<file path="src/sv/gww_pkg.sv">
// Shared types and constants of the greedy word wrap unit.
`timescale 1ns / 1ps
`default_nettype none

package gww_pkg;

  // Default word buffer depth, the largest word piece held at once.
  localparam int WordMaxDef = 56;
  // Word lengths never exceed 56, so six bits always hold them.
  localparam int LenW = 6;
  // Depths of the command queue and of the result queue.
  localparam int CmdDepth = 2;
  localparam int OutDepth = 4;

  localparam logic [7:0] ChSpace        = 8'd32;
  localparam logic [7:0] ChNewline      = 8'd10;
  localparam logic [7:0] LineWidthReset = 8'd80;

  typedef enum logic [1:0] {
    SEP_NONE,
    SEP_SPACE,
    SEP_NEWLINE
  } sep_e;

  typedef struct packed {
    logic [7:0] in_byte;
    logic       text_end;
  } in_word_t;

  typedef struct packed {
    logic [7:0] out_byte;
    logic       run_last;
    logic       text_done;
  } out_word_t;

  // One placement job handed from the front to the back.
  typedef struct packed {
    logic            bank;
    logic [LenW-1:0] len;
    sep_e            sep;
    logic            close;
    logic            last;
  } cmd_t;

  // The back returns a buffer bank once its last character has been read.
  typedef struct packed {
    logic valid;
    logic bank;
  } rel_t;

endpackage

`default_nettype wire

</file>
<file path="src/sv/gww_ram.sv">
// Generic single write port, single read port RAM with registered read data.
`timescale 1ns / 1ps
`default_nettype none

module gww_ram #(
  parameter int Width = 8,
  parameter int Depth = 128
) (
  input  logic                     clk_i,
  input  logic                     we_i,
  input  logic [$clog2(Depth)-1:0] waddr_i,
  input  logic [Width-1:0]         wdata_i,
  input  logic                     re_i,
  input  logic [$clog2(Depth)-1:0] raddr_i,
  output logic [Width-1:0]         rdata_o
);

  logic [Width-1:0] mem_q [Depth];

  always_ff @(posedge clk_i) begin
    if (we_i) begin
      mem_q[waddr_i] <= wdata_i;
    end
    if (re_i) begin
      rdata_o <= mem_q[raddr_i];
    end
  end

endmodule

`default_nettype wire

</file>
<file path="src/sv/gww_fifo.sv">
// Small register based first-in first-out queue.
`timescale 1ns / 1ps
`default_nettype none

module gww_fifo #(
  parameter int Width = 8,
  parameter int Depth = 4
) (
  input  logic                       clk_i,
  input  logic                       rst_ni,
  input  logic                       push_i,
  output logic                       full_o,
  input  logic [Width-1:0]           wdata_i,
  input  logic                       pop_i,
  output logic                       empty_o,
  output logic [Width-1:0]           rdata_o,
  output logic [$clog2(Depth+1)-1:0] count_o
);

  localparam int PtrW = $clog2(Depth);
  localparam int CntW = $clog2(Depth + 1);

  logic [Width-1:0] mem_q [Depth];
  logic [PtrW-1:0]  wr_ptr_q, wr_ptr_d, rd_ptr_q, rd_ptr_d;
  logic [CntW-1:0]  count_q, count_d;
  logic             do_push, do_pop;

  assign full_o  = (count_q == CntW'(Depth));
  assign empty_o = (count_q == '0);
  assign count_o = count_q;
  assign rdata_o = mem_q[rd_ptr_q];
  assign do_push = push_i && !full_o;
  assign do_pop  = pop_i && !empty_o;

  always_comb begin
    wr_ptr_d = do_push ? wr_ptr_q + PtrW'(1) : wr_ptr_q;
    rd_ptr_d = do_pop ? rd_ptr_q + PtrW'(1) : rd_ptr_q;
    count_d  = count_q;
    if (do_push && !do_pop) begin
      count_d = count_q + CntW'(1);
    end else if (do_pop && !do_push) begin
      count_d = count_q - CntW'(1);
    end
  end

  always_ff @(posedge clk_i or negedge rst_ni) begin
    if (!rst_ni) begin
      wr_ptr_q <= '0;
      rd_ptr_q <= '0;
      count_q  <= '0;
    end else begin
      wr_ptr_q <= wr_ptr_d;
      rd_ptr_q <= rd_ptr_d;
      count_q  <= count_d;
    end
  end

  always_ff @(posedge clk_i) begin
    if (do_push) begin
      mem_q[wr_ptr_q] <= wdata_i;
    end
  end

endmodule

`default_nettype wire

</file>
<file path="src/sv/gww_front.sv">
// Front end: takes input words, buffers word characters and decides placement.
`timescale 1ns / 1ps
`default_nettype none

module gww_front
  import gww_pkg::*;
#(
  parameter int WORD_MAX = WordMaxDef
) (
  input  logic                            clk_i,
  input  logic                            rst_ni,
  input  logic                            push,
  output logic                            full,
  input  in_word_t                        in_word_i,
  input  logic [7:0]                      line_width_i,
  output logic                            ram_we_o,
  output logic [$clog2(WORD_MAX):0]       ram_waddr_o,
  output logic [7:0]                      ram_wdata_o,
  output logic                            cmd_push_o,
  output cmd_t                            cmd_o,
  input  logic                            cmd_full_i,
  input  rel_t                            rel_i
);

  localparam int IdxW = $clog2(WORD_MAX);
  localparam logic [7:0] WordMaxB = 8'(WORD_MAX);

  logic [LenW-1:0] wlen_q, wlen_d;
  logic [7:0]      line_q, line_d;
  logic            bank_q, bank_d;
  logic [1:0]      busy_q, busy_d;
  logic            pend_q, pend_d;

  logic [7:0]      eff_w, limit, wlen8;
  logic            ovf, accept, is_sp;
  logic [9:0]      fit_sum;
  logic [LenW-1:0] plen;
  logic            pclose, plast, do_push;
  sep_e            psep;

  assign eff_w  = (line_width_i == 8'd0) ? 8'd1 : line_width_i;
  assign limit  = (eff_w < WordMaxB) ? eff_w : WordMaxB;
  assign wlen8  = {{(8 - LenW){1'b0}}, wlen_q};
  assign ovf    = (wlen8 >= limit);
  assign is_sp  = (in_word_i.in_byte == ChSpace);
  // The stall does not look at the payload: the bank a character may go to must be free.
  assign full   = pend_q || cmd_full_i || busy_q[bank_q] || (ovf && busy_q[~bank_q]);
  assign accept = push && !full;

  always_comb begin
    wlen_d  = wlen_q;
    line_d  = line_q;
    bank_d  = bank_q;
    busy_d  = busy_q;
    pend_d  = pend_q;
    plen    = '0;
    pclose  = 1'b0;
    plast   = 1'b0;
    do_push = 1'b0;
    psep    = SEP_NONE;
    fit_sum = '0;
    ram_we_o    = 1'b0;
    ram_waddr_o = {bank_q, wlen_q[IdxW-1:0]};
    ram_wdata_o = in_word_i.in_byte;

    if (rel_i.valid) begin
      busy_d[rel_i.bank] = 1'b0;
    end

    if (pend_q) begin
      // Second placement of an overflowing last character: one-character piece plus close.
      if (!cmd_full_i) begin
        do_push = 1'b1;
        plen    = LenW'(1);
        pclose  = 1'b1;
        plast   = 1'b1;
        pend_d  = 1'b0;
      end
    end else if (accept) begin
      if (is_sp) begin
        plen    = wlen_q;
        pclose  = in_word_i.text_end;
        plast   = 1'b1;
        do_push = (wlen_q != '0) || in_word_i.text_end;
      end else if (ovf) begin
        plen        = wlen_q;
        plast       = !in_word_i.text_end;
        do_push     = 1'b1;
        ram_we_o    = 1'b1;
        ram_waddr_o = {~bank_q, {IdxW{1'b0}}};
        pend_d      = in_word_i.text_end;
      end else begin
        ram_we_o = 1'b1;
        wlen_d   = wlen_q + LenW'(1);
        if (in_word_i.text_end) begin
          plen    = wlen_q + LenW'(1);
          pclose  = 1'b1;
          plast   = 1'b1;
          do_push = 1'b1;
        end
      end
    end

    if (do_push) begin
      fit_sum = {2'b00, line_q} + 10'd1 + {{(10 - LenW){1'b0}}, plen};
      if (plen != '0) begin
        if (line_q == 8'd0) begin
          psep   = SEP_NONE;
          line_d = {{(8 - LenW){1'b0}}, plen};
        end else if (fit_sum <= {2'b00, eff_w}) begin
          psep   = SEP_SPACE;
          line_d = fit_sum[7:0];
        end else begin
          psep   = SEP_NEWLINE;
          line_d = {{(8 - LenW){1'b0}}, plen};
        end
        busy_d[bank_q] = 1'b1;
        bank_d         = ~bank_q;
        wlen_d         = '0;
      end
      if (pclose) begin
        line_d = 8'd0;
        wlen_d = '0;
      end
    end

    // An overflowing character starts the next piece in the other bank.
    if (!pend_q && accept && !is_sp && ovf) begin
      wlen_d = LenW'(1);
    end

    cmd_push_o  = do_push;
    cmd_o.bank  = bank_q;
    cmd_o.len   = plen;
    cmd_o.sep   = psep;
    cmd_o.close = pclose;
    cmd_o.last  = plast;
  end

  always_ff @(posedge clk_i or negedge rst_ni) begin
    if (!rst_ni) begin
      wlen_q <= '0;
      line_q <= '0;
      bank_q <= 1'b0;
      busy_q <= '0;
      pend_q <= 1'b0;
    end else begin
      wlen_q <= wlen_d;
      line_q <= line_d;
      bank_q <= bank_d;
      busy_q <= busy_d;
      pend_q <= pend_d;
    end
  end

endmodule

`default_nettype wire

</file>
<file path="src/sv/gww_back.sv">
// Back end: replays placement jobs as a stream of output characters.
`timescale 1ns / 1ps
`default_nettype none

module gww_back
  import gww_pkg::*;
#(
  parameter int WORD_MAX = WordMaxDef
) (
  input  logic                          clk_i,
  input  logic                          rst_ni,
  input  logic                          cmd_empty_i,
  input  cmd_t                          cmd_i,
  output logic                          cmd_pop_o,
  output logic                          ram_re_o,
  output logic [$clog2(WORD_MAX):0]     ram_raddr_o,
  input  logic [7:0]                    ram_rdata_i,
  input  logic [$clog2(OutDepth+1)-1:0] out_count_i,
  output logic                          out_push_o,
  output out_word_t                     out_word_o,
  output rel_t                          rel_o
);

  localparam int IdxW = $clog2(WORD_MAX);
  localparam int CntW = $clog2(OutDepth + 1);

  typedef enum logic [1:0] {
    ST_IDLE,
    ST_SEP,
    ST_DATA,
    ST_CLOSE
  } state_e;

  state_e          state_q;
  cmd_t            cur_q;
  logic [IdxW-1:0] idx_q;
  logic            slot_v_q, slot_mem_q, slot_last_q, slot_done_q;
  logic [7:0]      slot_byte_q;
  rel_t            rel_q;
  logic            can_issue, final_ch;

  // One slot may be in flight, so the queue must have room for it as well.
  assign can_issue   = (out_count_i + CntW'(slot_v_q)) < CntW'(OutDepth);
  assign final_ch    = ((LenW'(idx_q) + LenW'(1)) == cur_q.len);
  assign cmd_pop_o   = (state_q == ST_IDLE) && !cmd_empty_i;
  assign ram_re_o    = (state_q == ST_DATA) && can_issue;
  assign ram_raddr_o = {cur_q.bank, idx_q};
  assign rel_o       = rel_q;

  assign out_push_o           = slot_v_q;
  assign out_word_o.out_byte  = slot_mem_q ? ram_rdata_i : slot_byte_q;
  assign out_word_o.run_last  = slot_last_q;
  assign out_word_o.text_done = slot_done_q;

  always_ff @(posedge clk_i or negedge rst_ni) begin
    if (!rst_ni) begin
      state_q     <= ST_IDLE;
      cur_q       <= '0;
      idx_q       <= '0;
      slot_v_q    <= 1'b0;
      slot_mem_q  <= 1'b0;
      slot_last_q <= 1'b0;
      slot_done_q <= 1'b0;
      slot_byte_q <= '0;
      rel_q       <= '0;
    end else begin
      slot_v_q    <= 1'b0;
      rel_q.valid <= 1'b0;
      unique case (state_q)
        ST_IDLE: begin
          if (!cmd_empty_i) begin
            cur_q <= cmd_i;
            idx_q <= '0;
            if (cmd_i.sep != SEP_NONE) begin
              state_q <= ST_SEP;
            end else if (cmd_i.len != '0) begin
              state_q <= ST_DATA;
            end else begin
              state_q <= ST_CLOSE;
            end
          end
        end
        ST_SEP: begin
          if (can_issue) begin
            slot_v_q    <= 1'b1;
            slot_mem_q  <= 1'b0;
            slot_byte_q <= (cur_q.sep == SEP_SPACE) ? ChSpace : ChNewline;
            slot_last_q <= 1'b0;
            slot_done_q <= 1'b0;
            state_q     <= ST_DATA;
          end
        end
        ST_DATA: begin
          if (can_issue) begin
            slot_v_q    <= 1'b1;
            slot_mem_q  <= 1'b1;
            slot_last_q <= cur_q.last && final_ch && !cur_q.close;
            slot_done_q <= 1'b0;
            idx_q       <= idx_q + IdxW'(1);
            if (final_ch) begin
              rel_q.valid <= 1'b1;
              rel_q.bank  <= cur_q.bank;
              state_q     <= cur_q.close ? ST_CLOSE : ST_IDLE;
            end
          end
        end
        ST_CLOSE: begin
          if (can_issue) begin
            slot_v_q    <= 1'b1;
            slot_mem_q  <= 1'b0;
            slot_byte_q <= ChNewline;
            slot_last_q <= cur_q.last;
            slot_done_q <= 1'b1;
            state_q     <= ST_IDLE;
          end
        end
        default: begin
          state_q <= ST_IDLE;
        end
      endcase
    end
  end

endmodule

`default_nettype wire

</file>
<file path="src/sv/greedy_word_wrap_unit.sv">
// Top level of the greedy word wrap unit.
`timescale 1ns / 1ps
`default_nettype none

// Greedy word wrap unit. Text enters one byte per input word through a queue style
// port (push/full) and leaves wrapped to line_width characters per line through a
// second queue style port (empty/pop). Spaces separate words and runs of them
// collapse; each word is held in a two-bank buffer and, once its separator or the
// end of the text arrives, is placed after one space if it fits on the current line,
// or after a line break if not. A word longer than the buffer or the width is cut
// into pieces. The input word marked text_end flushes the pending word and closes
// the text with a line break carrying text_done. The front end takes one input word
// per cycle while a buffer bank is free and the command queue has room; a character
// that overflows the buffer on the last byte of the text holds the front while it
// places a second, one-character piece. The back end sends one output character per
// cycle while the result queue has room, and takes each placed word from the command
// queue while idle. The front stalls when the next character would land in a bank
// whose previous word is still being replayed. The width register is written
// through its own valid/ready port, which is always ready, and should only be
// changed while the unit is idle; a width of zero acts as one.
module greedy_word_wrap_unit
  import gww_pkg::*;
#(
  parameter int WORD_MAX = WordMaxDef
) (
  input  logic       clk_i,
  input  logic       rst_ni,
  input  logic       push,
  output logic       full,
  input  in_word_t   in_word_i,
  output logic       empty,
  input  logic       pop,
  output out_word_t  out_word_o,
  input  logic       cfg_valid_i,
  output logic       cfg_ready_o,
  input  logic [7:0] cfg_data_i
);

  // Each bank spans a power-of-two range so the bank bit is simply the top address bit.
  localparam int AddrW    = $clog2(WORD_MAX) + 1;
  localparam int RamDepth = 2 ** AddrW;
  localparam int CmdW     = $bits(cmd_t);
  localparam int OutW     = $bits(out_word_t);

  logic [7:0] line_width_q;

  logic             ram_we, ram_re;
  logic [AddrW-1:0] ram_waddr, ram_raddr;
  logic [7:0]       ram_wdata, ram_rdata;

  logic cmd_push, cmd_full, cmd_pop, cmd_empty;
  cmd_t cmd_in, cmd_out;
  rel_t rel;

  logic                          out_push, out_full;
  out_word_t                     out_in;
  logic [$clog2(OutDepth+1)-1:0] out_count;

  // The configuration port never stalls.
  assign cfg_ready_o = 1'b1;

  always_ff @(posedge clk_i or negedge rst_ni) begin
    if (!rst_ni) begin
      line_width_q <= LineWidthReset;
    end else if (cfg_valid_i && cfg_ready_o) begin
      line_width_q <= cfg_data_i;
    end
  end

  gww_front #(
    .WORD_MAX(WORD_MAX)
  ) u_front (
    .clk_i,
    .rst_ni,
    .push,
    .full,
    .in_word_i,
    .line_width_i(line_width_q),
    .ram_we_o    (ram_we),
    .ram_waddr_o (ram_waddr),
    .ram_wdata_o (ram_wdata),
    .cmd_push_o  (cmd_push),
    .cmd_o       (cmd_in),
    .cmd_full_i  (cmd_full),
    .rel_i       (rel)
  );

  gww_ram #(
    .Width(8),
    .Depth(RamDepth)
  ) u_word_ram (
    .clk_i,
    .we_i   (ram_we),
    .waddr_i(ram_waddr),
    .wdata_i(ram_wdata),
    .re_i   (ram_re),
    .raddr_i(ram_raddr),
    .rdata_o(ram_rdata)
  );

  // Placement jobs wait here, so the front and the back stall independently.
  gww_fifo #(
    .Width(CmdW),
    .Depth(CmdDepth)
  ) u_cmd_fifo (
    .clk_i,
    .rst_ni,
    .push_i (cmd_push),
    .full_o (cmd_full),
    .wdata_i(cmd_in),
    .pop_i  (cmd_pop),
    .empty_o(cmd_empty),
    .rdata_o(cmd_out),
    .count_o()
  );

  gww_back #(
    .WORD_MAX(WORD_MAX)
  ) u_back (
    .clk_i,
    .rst_ni,
    .cmd_empty_i(cmd_empty),
    .cmd_i      (cmd_out),
    .cmd_pop_o  (cmd_pop),
    .ram_re_o   (ram_re),
    .ram_raddr_o(ram_raddr),
    .ram_rdata_i(ram_rdata),
    .out_count_i(out_count),
    .out_push_o (out_push),
    .out_word_o (out_in),
    .rel_o      (rel)
  );

  // Result queue: a waiting result never holds up the back end while there is room.
  gww_fifo #(
    .Width(OutW),
    .Depth(OutDepth)
  ) u_out_fifo (
    .clk_i,
    .rst_ni,
    .push_i (out_push),
    .full_o (out_full),
    .wdata_i(out_in),
    .pop_i  (pop),
    .empty_o(empty),
    .rdata_o(out_word_o),
    .count_o(out_count)
  );

  // The back end reserves room before it issues, so the result queue never overflows.
  assert property (@(posedge clk_i) disable iff (!rst_ni) !(out_push && out_full))
    else $error("result queue written while full");

  // The front checks for room before it hands over a job.
  assert property (@(posedge clk_i) disable iff (!rst_ni) !(cmd_push && cmd_full))
    else $error("command queue written while full");

  // A job either carries characters or closes the text; an empty job would emit nothing.
  assert property (@(posedge clk_i) disable iff (!rst_ni)
      cmd_push |-> (cmd_in.len != '0 || cmd_in.close))
    else $error("empty placement job");

  // The closing line break is always the last character of its input word.
  assert property (@(posedge clk_i) disable iff (!rst_ni)
      (!empty && out_word_o.text_done) |-> (out_word_o.run_last &&
                                             out_word_o.out_byte == ChNewline))
    else $error("text close is not a final line break");

endmodule

`default_nettype wire

</file>
<file path="config.mk">
export PLATFORM = sky130hd
export DESIGN_NAME = greedy_word_wrap_unit
export DESIGN_NICKNAME = d
export VERILOG_FILES = /design/src/sv/gww_pkg.sv /design/src/sv/gww_ram.sv /design/src/sv/gww_fifo.sv /design/src/sv/gww_front.sv /design/src/sv/gww_back.sv /design/src/sv/greedy_word_wrap_unit.sv
export SDC_FILE = /design/constraint.sdc
export NUM_CORES = 1
export LEC_CHECK = 0
export ABC_CLOCK_PERIOD_IN_PS = 12150
export BUFFER_PORTS_ARGS = -buffer_cell sky130_fd_sc_hd__buf_2
export CORE_ASPECT_RATIO = 0.6
export CORE_MARGIN = 1
export CORE_UTILIZATION = 64
export DETAILED_ROUTE_END_ITERATION = 12
export PLACE_DENSITY = 0.89
export SYNTH_ARGS = -nofsm -noshare
export SYNTH_HDL_FRONTEND = slang
export SYNTH_SLANG_ARGS = --single-unit
</file>
<file path="constraint.sdc">
create_clock -name clk_i -period 12.15 [get_ports clk_i]
set_clock_uncertainty 0.15 [all_clocks]
set_input_delay 2.43 -clock clk_i [delete_from_list [all_inputs] [get_ports clk_i]]
set_output_delay 2.43 -clock clk_i [all_outputs]
set_load 0.005 [all_outputs]
</file>
==> results by group, run 1 <==
Clocking
  • CTS tree: built
  • Post-CTS Setup Inserts: 0
  • Clock-pin slew on the worst setup and hold paths: 0.07 ns
  • Total CTS buffers: 97
  • Clk_lat worst skew: 0.68 ns
  • Post-CTS Hold Buffers: 0
  • Clk buf depth: 3
  • H-tree levels: 3
  • Root Driver: clkbuf_16
  • Sinks on Clock Net: 1158
  • # resized after CTS: 0

Cells and area
  • Finished Layout Cells: 3371
  • Layout cells sized above 1: 24.4%
  • Design Area, Final: 0.0510 mm²
  • Area growth syn-to-layout: 9.69%
  • Final nets: 2373

Placement
  • Post-DP Area: 0.0478 mm²
  • Detail Placement HPWL: 69.6 mm
  • IO buf count: 33
  • Total placed cells including tap cells: 3188
  • Gp weighted congestion: 0.902
  • Pre-CTS setup slack: 4.04 ns

Setup path
  • CP Max Fanout: 56
  • Critical Path End Type: flop
  • Reg2Reg Depth: 26
  • Slowest CP cell: o31a_1
  • R2R Path End: u_front.line_q[5]
  • Setup slack, reg-to-reg: 4.92 ns
  • CP Cell Sequence: buf_4, nor4b_4, a21oi_1, nand4_1, a21oi_1, or2_2, ha_1, ha_1, o22ai_1, a31oi_1, nor3_1, o21bai_1, xnor2_1, ha_1, nand4_1, o22ai_1, a21oi_1, a211oi_1, nor2b_1, o31a_1, and3b_1, a221o_1
  • Critical Setup Path Class: input port to flop
  • Worst Path Required: 12.57 ns
  • Startpoint types: input port
  • Delay-heaviest family, CP: compound AO/OA/AOI/OAI gates
  • Worst path bufs/invs: 1
  • Crit Reg-Reg Startpoint: line_width_q[6]
  • Data arrival time of the critical path: 7.99 ns
  • Slowest stage delay, CP: 0.52 ns

Yosys
  • Top FF cell, synth: edfxtp_1
  • Synthesized flop and latch total: 1158
  • Cells after Synth: 2258
  • Syn avg cell area: 20.6 µm²
  • Syn Std Cell Area: 0.0465 mm²
  • Top-count cell post-synth: edfxtp_1
  • Main area contributors after synthesis: edfxtp_1, mux4_2, dfrtp_1, nor2_1, ha_1
  • Syn Nets: 2319
  • Async set-reset flop share out of synthesis: 5.53%
  • Post-synth EDFFs: 1094
  • Count of cell types in the netlist: 74
  • Yosys warns: 0
  • Seq/Total Area, Yosys: 74.1%
  • Yosys top cell area share: 70.6%
  • Most common library cells after synthesis: edfxtp_1, mux4_2, nor2_1
  • Largest area contributor in the netlist: edfxtp_1

Drt
  • Wire per inst: 35.5 µm
  • Drc violations: 0
  • DR pass1 iterations: 8
  • Drt via density: 7.34
  • Final ANT Viol Nets: 0
  • Final wirelength: 120 mm
  • Vias: 24734
  • Starting DRC count in detailed routing: 3985

GRT
  • Global-route wire length before repair: 171 mm
  • Grt met1 use: 49.2%
  • Busiest grt layer: met2
  • Met3 Use GR: 9.60%
  • Vias in the first global route: 23996
  • Gr ovfl total: 0
  • All-Layer GR Usage: 33.3%
  • GRT met2 Usage: 49.4%
  • Initial antenna violation count: 12
  • Largest net degree at the start of global routing: 114

Die
  • Die Y: 211 µm
  • Top Ports: 35
  • FP Rows: 76
  • Die area: 0.0738 mm²
  • Chip Width: 350 µm
  • Core box area: 0.0718 mm²
  • Initial Util: 64.8%

STA
  • Count of pins over their slew limit: 0
  • Max Freq: 132 MHz
  • RSZ-0062 raised after global routing: no
  • Final worst-path setup slack: 4.58 ns
  • Fin. Hold Viols: 0
  • Tightest Pin Transition: 1.23 ns
  • Final Cycle Share: 62.3%
  • Fin Setup TNS: 0 ns
  • Tmin final: 7.57 ns
  • Relative slew slack: 18.3%
  • Final setup fails: 0

Worst hold path
  • Start point of the worst hold path: u_back.cur_q[0]
  • Worst Hold End: u_back.cur_q[0]
  • Hold path depth: 2
  • Min-Delay Path Class: flop to flop

Power
  • Leakage power: 15.8 nW
  • Worst vdd ir: 0.149 mV
  • Power, Total: 9.67 mW
  • P per Cell Area: 190 mW/mm²

Outcome
  • Run status: finished, final reports clean

Run
  • Max_cap viols: 0
==> worst register-to-register path: stages (launching register included) <==
cell,delay [ns]
dfstp_2,0.57
nor3_1,0.10
a41o_1,0.29
and2_1,0.17
ha_1,0.18
nand2b_1,0.14
a21oi_1,0.55
o31a_1,0.33
or2_1,0.44
a21oi_1,0.12
or2_2,0.35
ha_1,0.23
ha_1,0.24
o22ai_1,0.31
a31oi_1,0.15
nor3_1,0.38
o21bai_1,0.12
xnor2_1,0.19
ha_1,0.33
nand4_1,0.11
o22ai_1,0.15
a21oi_1,0.10
a211oi_1,0.23
nor2b_1,0.17
o31a_1,0.52
and3b_1,0.24
a221o_1,0.25
==> state kept, by name, indices dropped and copies added, names as in the netlist, 2 cells and up <==
signal,cells
line_width_q,8
u_back.cur_q,10
u_back.idx_q,6
u_back.rel_o,2
u_back.slot_byte_q,2
u_back.state_q,2
u_cmd_fifo.count_o,2
u_cmd_fifo.mem_q,22
u_front.busy_q,2
u_front.line_q,8
u_front.wlen_q,6
u_out_fifo.count_o,3
u_out_fifo.mem_q,40
u_out_fifo.rd_ptr_q,2
u_out_fifo.wr_ptr_q,2
u_word_ram.mem_q,1024
u_word_ram.rdata_o,8
==> metrics by stage <==
step / utilization, % / hold slack [ns]
after detailed placement: 66.5 / 0.327
final: 71.1 / 0.366
after floorplan: - / 0.294
after global routing: 71.1 / 0.379
after global placement: 66.5 / 0.330
after CTS: 71.1 / 0.352
==> kinds of logic (layout without fill, tap and decap cells) <==
kind of cell,Yosys count,after routing,share of synthesized area [%]
AOI/OAI and AO/OA,142,142,1.95
xor gates and xnor gates,38,38,0.716
adders and majority gates,39,39,1.07
buffers and inverters,141,276,1.16
DFF,1158,1158,74.1
muxes,375,375,17.4
other,1,4,0.00806
and+or+nand+nor,364,364,3.61
==> worst max path at each step <==
stage | depth (start not counted) | to | slack, ns | start
5_1_grt | 22 | u_front.line_q[5] | 4.32 | in_word_i[6]
2_1_floorplan | 23 | u_front.line_q[5] | 5.58 | in_word_i[6]
3_5_place_dp | 22 | u_front.line_q[5] | 4.04 | in_word_i[6]
6_report | 22 | u_front.line_q[5] | 4.58 | in_word_i[6]
3_3_place_gp | 23 | u_front.line_q[5] | 4.17 | in_word_i[2]
4_1_cts | 23 | u_front.line_q[5] | 4.74 | in_word_i[2]
==> power by group <==
part	total [mW]	internal [mW]	switching (mW)
Sequential	4.64	4.47	0.166
Clock	3.25	1.78	1.47
Combinational	1.79	0.824	0.961
==> cells in the final DEF, fill, tap and decap left out, types with 34 or more instances in the layout <==
| cell type | synthesis | layout |
|---|---|---|
| nand2_1 | 80 | 80 |
| nor2_1 | 173 | 173 |
| dfrtp_1 | 62 | 58 |
| mux4_2 | 346 | 346 |
| inv_1 | 34 | 34 |
| buf_4 | 1 | 34 |
| o21ai_0 | 50 | 50 |
| edfxtp_1 | 1094 | 1094 |
| clkbuf_16 | 0 | 102 |
| ha_1 | 38 | 38 |
==> layer usage <==
layer	wire, µm	part of all wire, %
met5	71	0.059
met4	3650	3.0
met3	16900	14
met2	55100	46
met1	43800	37
==> layout make-up <==
cell class,count,area (µm²)
Antenna cell,3,7.51
Clock buffer,126,2680
Clock inverter,54,579
Fill cell,3916,20800
Inverter,35,131
Multi-Input combinational cell,959,11500
Sequential cell,1158,34500
Tap cell,975,1220
Timing Repair Buffer,61,420
No activity file was read; power rests on OpenSTA's default activity.
==> run 2: changes to the inputs <==
- ABC_CLOCK_PERIOD_IN_PS: 12150 -> 7900
- CORE_UTILIZATION: 64 -> 63
- PLACE_DENSITY: 0.89 -> 0.88
- clock period: 12.15 -> 7.9 ns (I/O delays scaled with it)
==> run 2 against run 1 <==
  * Die area grew 1.6%
  * Combinational power grew 55%
  * Setup slack lost 3.5 ns
  * Power grew 54%
  * Routed wire length grew 0.38%
  * Critical path depth grew 4
  * Sequential share of layout area is essentially flat
  * First-iteration DRC count shrank 4.6%
  * Critical endpoint unchanged
  * Global-route usage shrank 0.50 points
  * Via count shrank 2.2%
  * Largest power group unchanged
==> results by group, run 2 (synthesis gave the netlist of run 1 again) <==
Setup path
  • Critical Setup Path Class: flop to flop
  • Worst Path Required: 8.30 ns (-4.27 ns)
  • Startpoint types: flop
  • CP Max Fanout: 12 (-79%)
  • Critical Path End Type: flop
  • Data arrival time of the critical path: 7.22 ns (-0.77 ns)

Clocking
  • Post-CTS Setup Inserts: 0 (unchanged)
  • Post-CTS Hold Buffers: 0 (unchanged)
  • H-tree levels: 3 (unchanged)
  • Total CTS buffers: 97 (unchanged)
  • # resized after CTS: 0 (unchanged)
  • Clk_lat worst skew: 0.68 ns (about the same)
  • Root Driver: clkbuf_16
  • Sinks on Clock Net: 1158 (unchanged)
  • Clock-pin slew on the worst setup and hold paths: 0.08 ns (about the same)
  • Clk buf depth: 3 (unchanged)
  • CTS tree: built

Drt
  • Max Used Layer: met5
  • Final ANT Viol Nets: 0 (unchanged)
  • Wire per inst: 35.6 µm (+0.47%)
  • DR WL met2: 55.8 mm (+1.1%)
  • Drc violations: 0 (unchanged)
  • Drt via density: 7.18 (-2.1%)
  • Starting DRC count in detailed routing: 3803 (-4.6%)
  • Routed wl met3: 16.9 mm (-0.25%)
  • DR pass1 iterations: 6 (-2)
  • M1 WL: 43.7 mm (-0.33%)
  • Final wirelength: 120 mm (+0.38%)
  • Vias: 24182 (-2.2%)

STA
  • Count of pins over their slew limit: 0 (unchanged)
  • Max Freq: 147 MHz
  • Final hold slack: 0.363 ns (-0.00333 ns)
  • Tmin final: 6.81 ns
  • Final setup fails: 0 (unchanged)
  • Fin. Hold Viols: 0 (unchanged)
  • RSZ-0062 raised after global routing: no
  • Final Cycle Share: 86.3%
  • Relative slew slack: 5.60% (-13 points)
  • Fin Setup TNS: 0 ns (unchanged)
  • Tightest Pin Transition: 1.42 ns (+0.190 ns)

Die
  • Core box area: 0.0724 mm² (+0.79%)
  • Die area: 0.0750 mm² (+1.6%)
  • FP Rows: 76 (unchanged)
  • Top Ports: 35 (unchanged)
  • Die Y: 212 µm (+0.78%)
  • Chip Width: 353 µm (+0.79%)
  • Initial Util: 64.3% (-0.51 points)

GRT
  • Global-route wire length before repair: 171 mm (-0.35%)
  • Vias in the first global route: 23976 (-0.083%)
  • Largest net degree at the start of global routing: 168 (+47%)
  • Gr ovfl total: 0 (unchanged)
  • All-Layer GR Usage: 32.8% (-0.50 points)
  • Initial antenna violation count: 14 (+2)

Placement
  • Post-DP Area: 0.0478 mm² (about the same)
  • Detail Placement HPWL: 68.7 mm (-1.3%)
  • Total placed cells including tap cells: 3187 (-0.031%)
  • IO buf count: 33 (unchanged)
  • Gp weighted congestion: 0.859 (-4.8%)

Cells and area
  • Area growth syn-to-layout: 9.65% (about the same)
  • Final nets: 2372 (-0.042%)
  • Layout cells sized above 1: 24.2% (-0.21 points)
  • Top reg by flops: u_word_ram.mem_q
  • Area of the multi-input gates: 0.0115 mm² (about the same)
  • Finished Layout Cells: 3368 (-0.089%)
  • Storage cell area: 0.0345 mm² (unchanged)
  • Max reg flops: 1024 (unchanged)
  • Design Area, Final: 0.0510 mm² (about the same)
  • Most frequent cells in the layout: edfxtp_1, mux4_2, nor2_1
  • Most common cell after layout, fill and taps aside: edfxtp_1
  • Top Registers: u_word_ram.mem_q: 1024 flops, u_out_fifo.mem_q: 40 flops, u_cmd_fifo.mem_q: 22 flops
  • Layout fillers: 3950 (+0.87%)

Power
  • Leakage power: 15.7 nW (-0.16%)
  • P per Cell Area: 292 mW/mm² (+54%)
  • Worst vdd ir: 0.238 mV (+59%)
  • Power, Total: 14.9 mW (+54%)

Run
  • Max_cap viols: 0 (unchanged)

Worst hold path
  • Min-Delay Path Class: flop to flop

Outcome
  • Run status: finished, final reports clean
run 2: final cells by class:
| type | count | area share [%] |
|---|---|---|
| Timing Repair Buffer | 60 | 0.834 |
| Multi-Input combinational cell | 959 | 22.6 |
| Clock inverter | 51 | 1.16 |
| Antenna cell | 4 | 0.0196 |
| Inverter | 35 | 0.258 |
| Sequential cell | 1158 | 67.6 |
| Clock buffer | 126 | 5.16 |
| Tap cell | 975 | 2.39 |
run 2: final timing paths:
check / start / endpoint / slack [ns] / cells after the start
hold reg to reg: u_cmd_fifo.wr_ptr_q / u_cmd_fifo.wr_ptr_q / 0.36 / 1
setup reg to reg: line_width_q[6] / u_front.line_q[5] / 1.09 / 26
max in group asynchronous: rst_ni / u_back.idx_q[2] / 5.97 / 2
min in group asynchronous: rst_ni / u_cmd_fifo.rd_ptr_q / 0.96 / 2
setup / recovery: line_width_q[6] / u_front.line_q[5] / 1.09 / 26
hold / removal: u_cmd_fifo.wr_ptr_q / u_cmd_fifo.wr_ptr_q / 0.36 / 1
run 2: per-layer routing:
metal,track usage [%],up-vias
li1,-,9405
met1,45.6,12527
met4,9.55,10
met2,49.8,1988
met3,11.5,252
met5,0,-
run 2: critical path: stages (launching register included):
cell      delay, ns
dfstp_2        0.57
nor3_1         0.09
a41o_1         0.27
and2_1         0.16
ha_1           0.16
nand2b_1       0.13
a21oi_1        0.39
o31a_1         0.31
or2_1          0.43
a21oi_1        0.12
or2_2          0.35
ha_1           0.24
ha_1           0.25
o22ai_1        0.22
a31oi_1        0.13
nor3_1         0.38
o21bai_1       0.13
xnor2_1        0.18
ha_1           0.33
nand4_1        0.10
o22ai_1        0.11
a21oi_1        0.08
a211oi_1       0.25
nor2b_1        0.17
o31a_1         0.47
and3b_1        0.25
a221o_1        0.25
run 2: report_power, final:
part | internal [mW] | switching (mW) | total [mW]
sequential | 6.88 | 0.239 | 7.12
combinational | 1.27 | 1.50 | 2.77
clock | 2.78 | 2.24 | 5.02
run 2: through the flow:
stage / utilization, % / setup WS [ns]
final: 70.5 / 1.09
after global routing: 70.5 / 0.646
after CTS: 70.5 / 1.24
after detailed placement: 66.0 / 0.905
after global placement: 66.0 / 1.04
after floorplan: - / 2.18
